[config.mk]
export PLATFORM = sky130hd
export DESIGN_NAME = lomx_cell
export DESIGN_NICKNAME = d
export VERILOG_FILES = /design/src/rtl/lomx_pkg.sv /design/src/rtl/lomx_cell.sv
export SDC_FILE = /design/constraint.sdc
export NUM_CORES = 1
export LEC_CHECK = 0
export BUFFER_PORTS_ARGS = -buffer_cell sky130_fd_sc_hd__buf_2
export CAP_MARGIN = 30
export CORE_ASPECT_RATIO = 1.75
export CORE_MARGIN = 4
export CORE_UTILIZATION = 36
export DETAILED_ROUTE_END_ITERATION = 10
export GPL_ROUTABILITY_DRIVEN = 0
export GPL_TIMING_DRIVEN = 0
export PLACE_DENSITY_LB_ADDON = 0.12
export SLEW_MARGIN = 15
export SYNTH_ARGS = -nofsm -noshare
export SYNTH_HDL_FRONTEND = slang
export SYNTH_SLANG_ARGS = --single-unit
[constraint.sdc]
create_clock -name clk_i -period 9 [get_ports clk_i]
set_clock_uncertainty 0.2 [all_clocks]
set_input_delay 0.45 -clock clk_i [delete_from_list [all_inputs] [get_ports clk_i]]
set_output_delay 0.45 -clock clk_i [all_outputs]
set_load 0.05 [all_outputs]
[src/rtl/lomx_pkg.sv]
// Shared types and constants for the order book matcher.
// Depends on nothing; every other file imports it.
`default_nettype none

package lomx_pkg;

  localparam int unsigned PRICE_LEVELS = 1024;
  localparam logic [9:0]  PX_MAX       = 10'(PRICE_LEVELS - 1);

  localparam logic [1:0] REQ_ADD    = 2'd0;
  localparam logic [1:0] REQ_CANCEL = 2'd1;
  localparam logic [1:0] REQ_MODIFY = 2'd2;
  localparam logic [1:0] REQ_CLEAR  = 2'd3;

  localparam logic [1:0] STS_OK        = 2'd0;
  localparam logic [1:0] STS_NOT_FOUND = 2'd1;
  localparam logic [1:0] STS_BOOK_FULL = 2'd2;
  localparam logic [1:0] STS_DUP_ID    = 2'd3;

  localparam logic REC_TRADE  = 1'b0;
  localparam logic REC_STATUS = 1'b1;

  typedef struct packed {
    logic [1:0]  req_type;
    logic [31:0] order_id;
    logic        is_sell;
    logic        is_market;
    logic [9:0]  price_tick;
    logic [23:0] quantity;
  } req_t;

  typedef struct packed {
    logic        rec_kind;
    logic [1:0]  status;
    logic [31:0] taker_id;
    logic [31:0] maker_id;
    logic [9:0]  trade_price;
    logic [23:0] trade_qty;
    logic        last;
    logic [9:0]  top_bid;
    logic        bid_present;
    logic [9:0]  top_ask;
    logic        ask_present;
  } res_t;

  // One resting order held in a cell.
  typedef struct packed {
    logic        used;
    logic        sell;
    logic [31:0] id;
    logic [23:0] qty;
    logic [9:0]  price;
  } cell_t;

  typedef enum logic [2:0] {
    OP_NOP,
    OP_INS,
    OP_DEL,
    OP_SETQ,
    OP_CLR
  } op_e;

  // Broadcast command; x carries the request id for matching, the order
  // to insert, the side of a delete and the new quantity of an update.
  typedef struct packed {
    op_e   op;
    cell_t x;
  } cmd_t;

  typedef enum logic [2:0] {
    ST_IDLE,
    ST_DECODE,
    ST_MATCH,
    ST_REST,
    ST_FINISH
  } st_e;

  // Virtual neighbors past both ends of the chain: a bid that always
  // stays ahead on the left, an ask that always stays ahead on the right.
  localparam cell_t LEFT_EDGE  = '{used: 1'b1, sell: 1'b0, id: '0, qty: '0, price: '1};
  localparam cell_t RIGHT_EDGE = '{used: 1'b1, sell: 1'b1, id: '0, qty: '0, price: '0};

endpackage

`default_nettype wire

[src/rtl/lomx_cell.sv]
// One order cell of the sorted book chain: holds one order, shifts with
// its neighbors on insert and delete. Depends on lomx_pkg.
`default_nettype none

module lomx_cell (
  input  logic             clk_i,
  input  logic             rst_ni,
  input  lomx_pkg::cmd_t   cmd_i,
  input  logic             tgt_i,
  input  logic             shift_i,
  input  lomx_pkg::cell_t  left_i,
  input  lomx_pkg::cell_t  right_i,
  output lomx_pkg::cell_t  state_o,
  output logic             hit_o,
  output lomx_pkg::cell_t  sel_o
);
  import lomx_pkg::*;

  logic        used_q, sell_q;
  logic [31:0] id_q;
  logic [23:0] qty_q;
  logic [9:0]  price_q;
  cell_t       cur, nxt;
  logic        me_bid, me_ask, l_bid, l_ask, r_bid, r_ask;
  logic        me_stay_b, l_stay_b, me_stay_a, r_stay_a;

  assign cur = '{used: used_q, sell: sell_q, id: id_q, qty: qty_q, price: price_q};

  assign me_bid = cur.used & ~cur.sell;
  assign me_ask = cur.used & cur.sell;
  assign l_bid  = left_i.used & ~left_i.sell;
  assign l_ask  = left_i.used & left_i.sell;
  assign r_bid  = right_i.used & ~right_i.sell;
  assign r_ask  = right_i.used & right_i.sell;

  // Stay ahead of a new order: better price, or same price and older.
  assign me_stay_b = me_bid & (cur.price >= cmd_i.x.price);
  assign l_stay_b  = l_bid & (left_i.price >= cmd_i.x.price);
  assign me_stay_a = me_ask & (cur.price <= cmd_i.x.price);
  assign r_stay_a  = r_ask & (right_i.price <= cmd_i.x.price);

  always_comb begin
    nxt = cur;
    case (cmd_i.op)
      OP_INS: begin
        if (!cmd_i.x.sell) begin
          if (l_bid && !me_stay_b) begin
            nxt = l_stay_b ? cmd_i.x : left_i;
          end
        end else begin
          if (r_ask && !me_stay_a) begin
            nxt = r_stay_a ? cmd_i.x : right_i;
          end
        end
      end
      OP_DEL: begin
        if (shift_i && !cmd_i.x.sell && me_bid) begin
          if (r_bid) nxt = right_i;
          else nxt.used = 1'b0;
        end else if (shift_i && cmd_i.x.sell && me_ask) begin
          if (l_ask) nxt = left_i;
          else nxt.used = 1'b0;
        end
      end
      OP_SETQ: begin
        if (tgt_i) nxt.qty = cmd_i.x.qty;
      end
      OP_CLR: begin
        nxt.used = 1'b0;
      end
      default: begin
      end
    endcase
  end

  always_ff @(posedge clk_i or negedge rst_ni) begin
    if (!rst_ni) begin
      used_q <= 1'b0;
    end else begin
      used_q <= nxt.used;
    end
  end

  always_ff @(posedge clk_i) begin
    sell_q  <= nxt.sell;
    id_q    <= nxt.id;
    qty_q   <= nxt.qty;
    price_q <= nxt.price;
  end

  assign state_o = cur;
  assign hit_o   = cur.used & (cur.id == cmd_i.x.id);
  assign sel_o   = hit_o ? cur : '0;

endmodule

`default_nettype wire
[Word level (Yosys, flattened, before mapping)]
Cells that the tools add are included.
Cells by class
  order comparisons: 4
  reduce and logical (&&, ||, !) cells: 15
  bitwise logic cells: 14
  eq/ne operators: 11
  muxes and demuxes: 17
Operator list (number)
  $mux W68: 8
  $mux W67: 2
  $pmux W24 S3: 1
  $pmux W33 S2: 1
  $eq A32 B32 Y1: 1
  $mux W24: 1
  $ge A10 B10 Y1: 2
  $le A10 B10 Y1: 2
  $pmux W10 S2: 1
  $ne A3 B3 Y1 const B: 5
  $and A1 B1 Y1: 11
  $reduce_and A7 Y1: 1
  $eq A3 B2 Y1 const B: 2
  $logic_and A1 B1 Y1: 6
  $reduce_and A6 Y1: 1
  $reduce_bool A3 Y1: 2
  $reduce_and A4 Y1: 1
  $eq A3 B1 Y1 const B: 1
  $eq A3 B3 Y1 const B: 1
  $logic_not A1 Y1: 3
  $not A1 Y1: 3
  $pmux W1 S3: 1
  $mux W1: 2
  $ne A2 B2 Y1 const B: 1
  $reduce_bool A2 Y1: 1
Word-level totals
  word-level logic and storage cells: 66
  input port bits: 211
  bits in registers: 68

[Logic depth before layout (Yosys ltp)]
Gate-level depths: netlist of the first run.
  depth after elaboration: 8
  gate-level depth with buffers: 11
  depth with buffers taken out: 9

[Worst setup path after synthesis of the first run]
No wires, ideal clock.
  kind: register -> register
  from: reg price_q[3]
  to: reg qty_q[0], enable pin
  clock period less this slack: 4.482 ns
  setup time: 0.442 ns
  cell stages (with the launch flop): 9
  data required time: 8.358 ns
  data arrival time: 3.839 ns
  path slack: 4.518 ns
  cell sequence: edfxtp_1 ha_1 a211oi_1 nor2_1 or4_1 nand3b_1 a2111o_1 nand2_1 a211oi_1
On the way
  longest elaborated chain between the ends: 6
  elaborated cells between the ends (all ways): 11
  classes of those cells: order compare (2); eq/ne (2); bitwise (2); reduce/logical (5)
Ends and longest elaborated chain
  start, declared: line lomx_cell.sv:22  | logic [9:0] price_q;
  start signal, assigned: line lomx_cell.sv:88  | price_q <= nxt.price;
  $le A10 B10 Y1 or $ge A10 B10 Y1 (tied branches): line lomx_cell.sv:39, lomx_cell.sv:37
  $and A1 B1 Y1 (on tied branches): line lomx_cell.sv:39, lomx_cell.sv:37
  $logic_not A1 Y1 (on tied branches): line lomx_cell.sv:51, lomx_cell.sv:47
  $logic_and A1 B1 Y1 (on tied branches): line lomx_cell.sv:51, lomx_cell.sv:47
  $ne A3 B3 Y1 (no source line)
  $reduce_and A7 Y1 (no source line) *
  end signal, assigned: line lomx_cell.sv:87  | qty_q <= nxt.qty;
  end, declared: line lomx_cell.sv:21  | logic [23:0] qty_q;
Mark *: on every way between the ends. The rest lies on a longest branch, timed or not.
A chain may end at the register's enable or synchronous reset.

==> results of run 1 <==
where the power goes:
group          leakage, nW  switching [mW]  internal (mW)
Combinational         3.96           0.249          0.161
Clock                0.154           0.154          0.241
Sequential           0.622          0.0151          0.375
Total                 4.74           0.418          0.776
cell type report:
cell class | count | area (µm²) | share of cell area
repair buffers | 349 | 1770 | 0.182
well taps | 245 | 307 | 0.0314
multi-input cells | 687 | 4940 | 0.506
diodes | 4 | 10.0 | 0.00103
flip-flops and latches | 68 | 2040 | 0.209
clock buffers | 10 | 229 | 0.0235
inverters | 17 | 63.8 | 0.00655
plain buffers | 66 | 315 | 0.0323
clock inverters | 6 | 78.8 | 0.00809
kinds of logic after synthesis:
| kind of cell | count (synthesis) | share of synthesized area |
|---|---|---|
| simple gates | 358 | 0.234 |
| mux | 148 | 0.207 |
| compound gates | 119 | 0.140 |
| buf+inv | 83 | 0.0517 |
| flops | 68 | 0.278 |
| xor+xnor | 32 | 0.0382 |
| fa+ha+maj | 30 | 0.0512 |
per-layer routing:
metal / track usage / share of wire / routed length [µm] / vias to the layer above
met5: 0 / 0 / 0 / -
met4: 0.113 / 0.038 / 1170 / 0
met3: 0.0538 / 0.067 / 2080 / 60
met2: 0.493 / 0.54 / 16700 / 294
met1: 0.275 / 0.36 / 11100 / 3735
li1: - / - / - / 3808
stage by stage:
stage          setup slack (ps)  cells  hold WS (ps)  utilization
2_1_floorplan              4520    838         -45.6            -
3_3_place_gp               2730   1429          26.0        0.471
3_5_place_dp               5140   1431          27.9        0.473
4_1_cts                    4860   1448           185        0.489
5_1_grt                    4760   1452           205        0.490
6_report                   5020   1452           209        0.490
worst min path at each step:
| stage | endpoint | slack (ps) | cells after the start |
|---|---|---|---|
| 2_1_floorplan | used_q | -50 | 0 |
| 3_3_place_gp | used_q | 30 | 1 |
| 3_5_place_dp | used_q | 30 | 1 |
| 4_1_cts | used_q | 190 | 2 |
| 5_1_grt | used_q | 200 | 2 |
| 6_report | used_q | 210 | 2 |
registers in the layout, summed over array words and instances, names as in the netlist:
signal and cells:
price_q 10, sell_q 1, id_q 32, used_q 1, qty_q 24
cell usage after synthesis (all sizes together), types with 2 or more instances:
cell    count  share of area
ha         30          0.051
a211oi      7         0.0078
edfxtp     67           0.27
nor2b       2         0.0017
inv        17         0.0087
or3         2         0.0017
clkbuf     35          0.018
o31ai       2         0.0020
buf        31          0.025
nor2      111          0.057
nand3      17          0.012
a221oi     61          0.087
a21oi      18          0.012
o21ai       9         0.0061
a21o        3         0.0031
and3       39          0.033
or4         3         0.0031
nand4       6         0.0051
and2       68          0.058
xor2       29          0.035
nand2      91          0.047
nor4        7         0.0068
nor3        6         0.0041
nand2b      4         0.0034
a32oi       3         0.0036
a41oi       2         0.0024
o211ai      3         0.0031
mux2       27          0.041
xnor2       3         0.0036
mux2i     121           0.17
cells in the final DEF (no fill, tap or decap), types with 3 or more instances in the layout:
cell / netlist / layout
clkbuf_16: 0 / 9
nand2b_1: 4 / 4
or4_1: 3 / 3
a221oi_1: 44 / 44
a221oi_2: 17 / 17
xor2_1: 29 / 29
ha_1: 30 / 30
nand3_1: 17 / 17
a21o_1: 3 / 3
xnor2_1: 3 / 3
buf_4: 6 / 6
nand4_1: 6 / 6
inv_1: 17 / 17
o21ai_0: 9 / 9
nor2_1: 111 / 110
mux2i_1: 121 / 121
nand2_1: 91 / 91
buf_6: 4 / 5
buf_2: 12 / 358
clkinv_2: 0 / 3
and2_1: 68 / 68
o211ai_1: 3 / 3
nor4_1: 6 / 6
a21oi_1: 18 / 18
diode_2: 0 / 4
clkbuf_1: 35 / 36
and3_1: 39 / 39
a211oi_1: 6 / 5
a32oi_1: 3 / 3
edfxtp_1: 67 / 67
buf_1: 9 / 9
mux2_2: 27 / 27
nor3_1: 6 / 6
==> out/qor.yml, run 1 <==
run_status:
  status: "finished clean"
clock_network:
  cts_buffers: 9
  cts_hold_buffers: 1
  clk_pin_slew_worst_paths_ps: 70
  postCtsSetupBuffers: 0
  cts_tree: "yes"
  cts-htree-levels: 3
  clockBufferDepth: 2
  cts_root_buf: "clkbuf_16"
  postCtsResizedCells: 0
  clkSinkCount: 68
  clk_latency_ps: 350
floorplanning:
  ioPinCount: 348
  die_area_um2: 22800
  core_um2: 19900
  die_h_um: 197
  die_w_um: 116
  num_rows: 68
  initial_core_util: 0.368
setup_path:
  ff2ff_setup_slack_ps: 5190
  required_ps: 8350
  end_kind: "primary output"
  crit_top_cell: "clkbuf_1"
  crit_family: "simple AND/OR/NAND/NOR gates"
  cp.depth: 8
  worst-path-buf-inv: 3
  r2r_cells: 9
  crit_path_max_incr_delay_ps: 500
  crit_chain: "xor2_1, nor4_1, nand3_1, nor4_2, clkbuf_1, clkbuf_1, and2_1, buf_2"
  timing.rr.end: "id_q[12]"
  worstPathMaxFanout: 10
  cp_slowest_cell: "nor4_1"
  critPathArrivalTime_ps: 3330
  startpoint_type: "flip-flop"
  rr_startpoint: "used_q"
  crit_type: "flip-flop to primary output"
  crit_path_end: "sel_o[38]"
  startpoint: "id_q[15]"
sta:
  tns_ps: 0
  tightest_slew_ps: 784
  hold_viol_final: 0
  finalSetupViolations: 0
  min_period_ps: 3980
  rsz0062_at_grt: "false"
  slew_viol_final: 0
  maxSlewHeadroom: 0.478
  period_share: 0.442
  max_freq_ghz: 0.251
synth:
  syn_area_um2: 7330
  postSynthCellCount: 838
  synth_edf_count: 67
  yosysUniqueCellTypes: 50
  syn_area_per_cell_um2: 8.75
  mappedNetlistNets: 1079
  ys_warn_count: 0
  synthFlopType: "edfxtp_1"
  synth-seq-area-share: 0.278
  synth_seq_cells: 68
  synthArstFlopShare: 0.0147
global_route:
  grt_usage: 0.262
  grt_max_degree: 26
  grt_overflow_total: 0
  grt_pass1_vias: 8062
  antenna_found_initial: 4
  grt_pass1_wl_um: 45600
placed_design:
  placed_area_um2: 9420
  port_buffers: 346
  dp_hpwl_um: 25000
pwr:
  powerDensity_nw_per_um2: 122
  p_leak_nw: 4.74
  peakVddDrop_mv: 0.0701
  power_mw: 1.19
final_layout:
  areaGrowthSynthToFinish_pct: 33.0
  fillers: 2046
  finalInstanceArea_um2: 9750
  nets: 1439
  layout-drive-gt1-share: 0.360
run:
  drv_cap: 0
route:
  drc: 0
  vias_per_cell: 5.44
  routed_wl_um: 31100
  drt_iter0_markers: 404
  vias: 7897
  ant_nets: 0
  wire_per_inst_um: 21.4
  dr.pass1.iters: 7
worst_hold_path:
  hold_path_class: "primary input to asynchronous set/reset pin"
(Power assumes the default switching activity.)
==> run 2: changes to the inputs <==
- clock period: 9 -> 4.05 ns (I/O delays scaled with it)
==> run 2 against run 1 <==
Compared with the run above: register-to-register slack got worse by 4900 ps; sequential share of layout area decreased by 0.064 points; worst setup slack got worse by 4800 ps; clock-buffer cell count unchanged; global-route usage about the same; non-clock buffer count increased by 3; core utilization increased by 0.15 points; critical path depth increased by 1; first-iteration DRC count decreased by 4.7%; die area unchanged; cell area increased by 0.31%; critical endpoint is now id_q[1]; largest cell class unchanged.
==> out/qor.yml, run 2 (synthesis gave the netlist of run 1 again) <==
setup_path:
  ff2ff_setup_slack_ps: 250  # was 5190 ps
  startpoint: "used_q"  # was id_q[15]
  required_ps: 3890  # was 8350 ps
  critPathArrivalTime_ps: 3630  # was 3330 ps
  startpoint_type: "flip-flop"  # unchanged
  end_kind: "flip-flop"  # was primary output
  worstPathMaxFanout: 25  # was 10
  r2r_cells: 9  # unchanged
  crit_path_end: "id_q[1]"  # was sel_o[38]
  timing.rr.end: "id_q[1]"  # was id_q[12]
  crit_type: "flip-flop to flip-flop"  # was flip-flop to primary output
  rr_startpoint: "used_q"  # unchanged
sta:
  rsz0062_at_grt: "false"  # unchanged
  hold_viol_final: 0  # unchanged
  finalWorstSetupSlack_ps: 255  # was 5020 ps
  period_share: 0.937
  maxSlewHeadroom: 0.471  # was 0.478
  slew_viol_final: 0  # unchanged
  tightest_slew_ps: 794  # was 784 ps
  finalSetupViolations: 0  # unchanged
  max_freq_ghz: 0.263
  min_period_ps: 3800
pwr:
  p_switching_uw: 926  # was 418 µW
  intPower_mw: 1.73  # was 776 µW
  powerDensity_nw_per_um2: 271  # was 122 nW/µm²
  seqPwrFrac: 0.326  # about the same
  swShare: 0.349  # was 0.350
  p_clk_frac: 0.329  # was 0.330
  peakVddDrop_mv: 0.153  # was 0.0701 mV
  p_leak_nw: 4.75  # was 4.74 nW
  combPwrFrac: 0.345  # was 0.343
floorplanning:
  die_h_um: 197  # unchanged
  die_w_um: 116  # unchanged
  core_um2: 19900  # unchanged
  die_area_um2: 22800  # unchanged
  num_rows: 68  # unchanged
  ioPinCount: 348  # unchanged
  initial_core_util: 0.368  # unchanged
route:
  drt_iter0_markers: 385  # was 404
  vias_per_cell: 5.45  # was 5.44
  routed_wl_um: 31200  # was 31100 µm
  ant_nets: 0  # unchanged
  wire_per_inst_um: 21.4  # about the same
  vias: 7931  # was 7897
  drc: 0  # unchanged
  dr.pass1.iters: 5  # was 7
final_layout:
  largest_reg_flops: 32  # unchanged
  nets: 1442  # was 1439
  fin_cells: 1455  # was 1452
  max_flop_register: "id_q"  # unchanged
  layout_commonest_cell: "buf_2"  # unchanged
  reg_top3: "id_q (32), qty_q (24), price_q (10)"  # unchanged
  final_cell_mix: "358 x buf_2, 121 x mux2i_1, 110 x nor2_1, 91 x nand2_1, 68 x and2_1"  # unchanged
  areaGrowthSynthToFinish_pct: 33.4  # was 33.0%
  layout-drive-gt1-share: 0.359  # was 0.360
global_route:
  grtUsageMet1: 0.276  # was 0.275
  grt_usage: 0.263  # was 0.262
  antenna_found_initial: 4  # unchanged
  use_met3: 0.0519  # was 0.0538
  grt_overflow_total: 0  # unchanged
  grt_max_degree: 26  # unchanged
  grt_pass1_wl_um: 45700  # was 45600 µm
  busiest_layer: "met2"  # unchanged
  met2_usage: 0.494  # was 0.493
  grt_pass1_vias: 8083  # was 8062
placed_design:
  dp.cells: 1431  # unchanged
  port_buffers: 346  # unchanged
  place_ws_ps: 239  # was 5140 ps
  dp_hpwl_um: 25000  # unchanged
clock_network:
  clk_pin_slew_worst_paths_ps: 70  # about the same
  clk_latency_ps: 340  # was 350 ps
  postCtsSetupBuffers: 0  # unchanged
  postCtsResizedCells: 0  # unchanged
  clkSinkCount: 68  # unchanged
  cts_buffers: 9  # unchanged
  cts_root_buf: "clkbuf_16"  # unchanged
  cts_tree: "yes"  # unchanged
  clockBufferDepth: 2  # unchanged
  cts-htree-levels: 3  # unchanged
run_status:
  status: "finished clean"  # unchanged
worst_hold_path:
  hold_path_class: "primary input to flip-flop"  # was primary input to asynchronous set/reset pin
run:
  drv_cap: 0  # unchanged
==> run 2: cell types whose count changed in the layout (fill, tap and decap cells not counted) <==
cell	before	now
dlygate4sd3_1	1	4
==> run 2: critical path: stages (launching register included) <==
cell	delay (ps)
dfrtp_1	500
nand2_1	190
or3_1	140
clkbuf_1	600
clkbuf_1	490
nand3_1	130
o211ai_1	130
nand2_1	170
nor2_4	630
buf_12	280
==> run 2: final cells by class <==
class	count	area (µm²)
Multi-Input combinational cell	687	4940
Sequential cell	68	2040
Clock buffer	10	229
Fill cell	2044	10100
Inverter	17	63.8
Tap cell	245	307
Timing Repair Buffer	352	1800
Antenna cell	4	10.0
Clock inverter	6	78.8
Buffer	66	315
==> run 2: power by group through the flow <==
stage / clock [mW] / combinational, mW / sequential [mW]
CTS: 0.892 / 0.917 / 0.867
floorplan: 0 / 0.477 / 0.975
finish: 0.872 / 0.915 / 0.866
global placement: 0 / 0.893 / 0.885
global route: 0.911 / 0.993 / 0.870
detailed placement: 0 / 0.911 / 0.880
==> run 2: how the worst min path moves through the flow <==
stage          startpoint          to  cells after the start
2_1_floorplan      rst_ni      used_q                      0
3_3_place_gp       rst_ni      used_q                      1
3_5_place_dp       rst_ni      used_q                      1
4_1_cts        right_i[8]  price_q[8]                      3
5_1_grt         left_i[5]  price_q[5]                      3
6_report       right_i[9]  price_q[9]                      3
==> run 2: stage by stage <==
stage | utilization | power, mW | cell area [µm²] | hold WS (ps) | TNS [ps]
after floorplan | - | 1.45 | 7330 | -293 | -28740
after global placement | 0.471 | 1.78 | 9370 | -222 | -141770
after detailed placement | 0.473 | 1.79 | 9420 | -220 | 0
after CTS | 0.491 | 2.68 | 9770 | 1.93 | 0
after global routing | 0.491 | 2.77 | 9780 | 12.6 | 0
final | 0.491 | 2.65 | 9780 | 24.8 | 0
==> run 2: routing by layer <==
layer  vias up  wire length [µm]  share of wire
li1       3809                 -              -
met1      3742             11100           0.36
met2       322             16800           0.54
met3        58              2130          0.068
met4         0              1190          0.038
met5         -                 0              0
==> run 2: timing repair <==
item / 4_1_cts / 5_1_grt
hold endpoints to repair: 3 / 0
setup endpoints to repair: 0 / 0
hold buffers: 4 / 0
==> run 3: changes to the inputs <==
- CELL_PAD_IN_SITES_DETAIL_PLACEMENT: unset -> 0
- CELL_PAD_IN_SITES_GLOBAL_PLACEMENT: unset -> 1
- CORE_UTILIZATION: 36 -> 34
==> run 3 against run 2 <==
Compared with the run above: largest power group unchanged; register-to-register slack improved by 50 ps; sequential power barely moved; maximum frequency rose by 1.3%; die area rose by 5.6%; largest cell class unchanged; routed wire length rose by 1.3%; core utilization fell by 2.3 points; sequential cell count did not move; worst hold slack got worse by 14 ps; non-clock buffer count rose by 4.
==> out/qor.yml, run 3 (synthesis gave the netlist of run 1 again) <==
run_status:
  status: "finished clean"  # unchanged
final_layout:
  nets: 1446  # was 1442
  largest_reg_flops: 32  # unchanged
  final_cell_mix: "358 x buf_2, 121 x mux2i_1, 110 x nor2_1, 91 x nand2_1, 68 x and2_1"  # unchanged
  layout-drive-gt1-share: 0.360  # was 0.359
  fin_cells: 1503  # was 1455
  max_flop_register: "id_q"  # unchanged
  layout_commonest_cell: "buf_2"  # unchanged
  finalInstanceArea_um2: 9890  # was 9780 µm²
  areaGrowthSynthToFinish_pct: 34.9  # was 33.4%
  reg_top3: "id_q (32), qty_q (24), price_q (10)"  # unchanged
setup_path:
  r2r_cells: 10  # was 9
  end_kind: "flip-flop"  # unchanged
  worstPathMaxFanout: 17  # was 25
  startpoint_type: "flip-flop"  # unchanged
  timing.rr.end: "id_q[18]"  # was id_q[1]
  critPathArrivalTime_ps: 3600  # was 3630 ps
  crit_type: "flip-flop to flip-flop"  # unchanged
  required_ps: 3910  # was 3890 ps
  rr_startpoint: "used_q"  # unchanged
  ff2ff_setup_slack_ps: 310  # was 250 ps
sta:
  period_share: 0.925  # was 0.937
  rsz0062_at_grt: "false"  # unchanged
  finalSetupViolations: 0  # unchanged
  maxSlewHeadroom: 0.498  # was 0.471
  hold_viol_final: 0  # unchanged
  finalWorstSetupSlack_ps: 305  # was 255 ps
  min_period_ps: 3740  # was 3800 ps
  max_freq_ghz: 0.267  # was 0.263 GHz
  whs_ps: 10.5  # was 24.8 ps
  slew_viol_final: 0  # unchanged
  tightest_slew_ps: 752  # was 794 ps
worst_hold_path:
  min_to: "price_q[8]"  # was price_q[9]
  whs_path_depth: 3  # unchanged
  hold_path_class: "primary input to flip-flop"  # unchanged
  worstHoldStart: "left_i[8]"  # was right_i[9]
clock_network:
  cts-htree-levels: 3  # unchanged
  cts_buffers: 9  # unchanged
  postCtsSetupBuffers: 0  # unchanged
  clk_latency_ps: 350  # was 340 ps
  cts_tree: "yes"  # unchanged
  clockBufferDepth: 2  # unchanged
  clk_pin_slew_worst_paths_ps: 60  # was 70 ps
  cts_root_buf: "clkbuf_16"  # unchanged
  clkSinkCount: 68  # unchanged
placed_design:
  dp.cells: 1475  # was 1431
  place_ws_ps: 152  # was 239 ps
  placed_area_um2: 9510  # was 9420 µm²
  dp_hpwl_um: 25800  # was 25000 µm
  port_buffers: 346  # unchanged
floorplanning:
  initial_core_util: 0.347  # was 0.368
  die_h_um: 202  # was 197 µm
  ioPinCount: 348  # unchanged
  num_rows: 70  # was 68
  die_w_um: 119  # was 116 µm
  die_area_um2: 24100  # was 22800 µm²
  core_um2: 21100  # was 19900 µm²
route:
  drc: 0  # unchanged
  routed_wl_um: 31600  # was 31200 µm
  drt_iter0_markers: 325  # was 385
  wire_per_inst_um: 21.0  # was 21.4 µm
  vias: 7924  # was 7931
  ant_nets: 0  # unchanged
  dr.pass1.iters: 5  # unchanged
  vias_per_cell: 5.27  # was 5.45
global_route:
  grt_max_degree: 18  # was 26
  grt_overflow_total: 0  # unchanged
  antenna_found_initial: 8  # was 4
  grt_pass1_vias: 7998  # was 8083
  grt_usage: 0.252  # was 0.263
  grt_pass1_wl_um: 46900  # was 45700 µm
pwr:
  p_clk_frac: 0.312  # was 0.329
  p_switching_uw: 935  # was 926 µW
  intPower_mw: 1.67  # was 1.73 mW
  p_leak_nw: 4.78  # was 4.75 nW
  seqPwrFrac: 0.332  # was 0.326
  powerDensity_nw_per_um2: 263  # was 271 nW/µm²
  swShare: 0.359  # was 0.349
  peakVddDrop_mv: 0.131  # was 0.153 mV
  combPwrFrac: 0.355  # was 0.345
  power_mw: 2.60  # was 2.65 mW
run:
  drv_cap: 0  # unchanged
[run 3: cell types whose count changed in the layout (fill, tap and decap cells not counted)]
cell / before / now
clkinv_2: 3 / 4
clkbuf_1: 36 / 34
nor4_1: 6 / 5
buf_12: 1 / 0
clkbuf_2: 0 / 1
dlygate4sd3_1: 4 / 7
nor4_4: 0 / 1
buf_16: 0 / 2
bufinv_16: 2 / 1
diode_2: 4 / 5
clkinv_1: 1 / 2
[run 3: what timing repair did]
action | 4_1_cts | 5_1_grt
pin swaps | 0 | 0
hold buffers | 7 | 0
resized for setup | 2 | 1
endpoints found under the hold margin | 4 | 0
setup endpoints to repair | 20 | 11
[run 3: cell type report]
cell class | count | area (µm²)
diodes | 5 | 12.5
plain buffers | 66 | 317
clock buffers | 9 | 225
clock inverters | 7 | 57.6
fillers | 2219 | 11200
inverters | 17 | 63.8
multi-input cells | 687 | 4950
flip-flops and latches | 68 | 2040
well taps | 288 | 360
repair buffers | 356 | 1870
[run 3: worst max-delay path, cell delays in order (launching register included)]
cell      delay [ps]
dfrtp_1          510
nand2_1          190
or3_1            140
clkbuf_1         570
clkbuf_1         500
nand3_1          150
o211ai_1         120
nand2_1          160
nor2_4           470
buf_16           240
buf_16           170
[run 3: per-stage QoR]
stage | utilization | TNS (ps)
after global routing | 0.469 | 0
after CTS | 0.468 | 0
after floorplan | - | -28740
final | 0.469 | 0
after detailed placement | 0.451 | 0
after global placement | 0.446 | -138010
[run 3: how the worst max path moves through the flow]
| stage | from | to | depth (start not counted) |
|---|---|---|---|
| global route | used_q | id_q[18] | 10 |
| floorplan | price_q[3] | qty_q[0] | 8 |
| CTS | id_q[30] | sel_o[40] | 8 |
| finish | used_q | id_q[18] | 10 |
| detailed placement | id_q[30] | sel_o[43] | 8 |
| global placement | used_q | id_q[18] | 8 |
[run 3: metal layers]
| layer | wire (µm) | vias up | GRT usage | part of all wire |
|---|---|---|---|---|
| li1 | - | 3819 | - | - |
| met1 | 11600 | 3685 | 0.263 | 0.37 |
| met2 | 16600 | 344 | 0.470 | 0.52 |
| met3 | 2030 | 70 | 0.0546 | 0.064 |
| met4 | 1390 | 6 | 0.121 | 0.044 |
| met5 | 37 | - | 0 | 0.0012 |
[run 3: power by group through the flow]
stage | sequential (mW) | clock, mW | combinational [mW]
4_1_cts | 0.866 | 0.823 | 0.928
3_3_place_gp | 0.883 | 0 | 0.900
3_5_place_dp | 0.880 | 0 | 0.918
6_report | 0.865 | 0.813 | 0.925
2_1_floorplan | 0.975 | 0 | 0.477
5_1_grt | 0.870 | 0.839 | 1.00
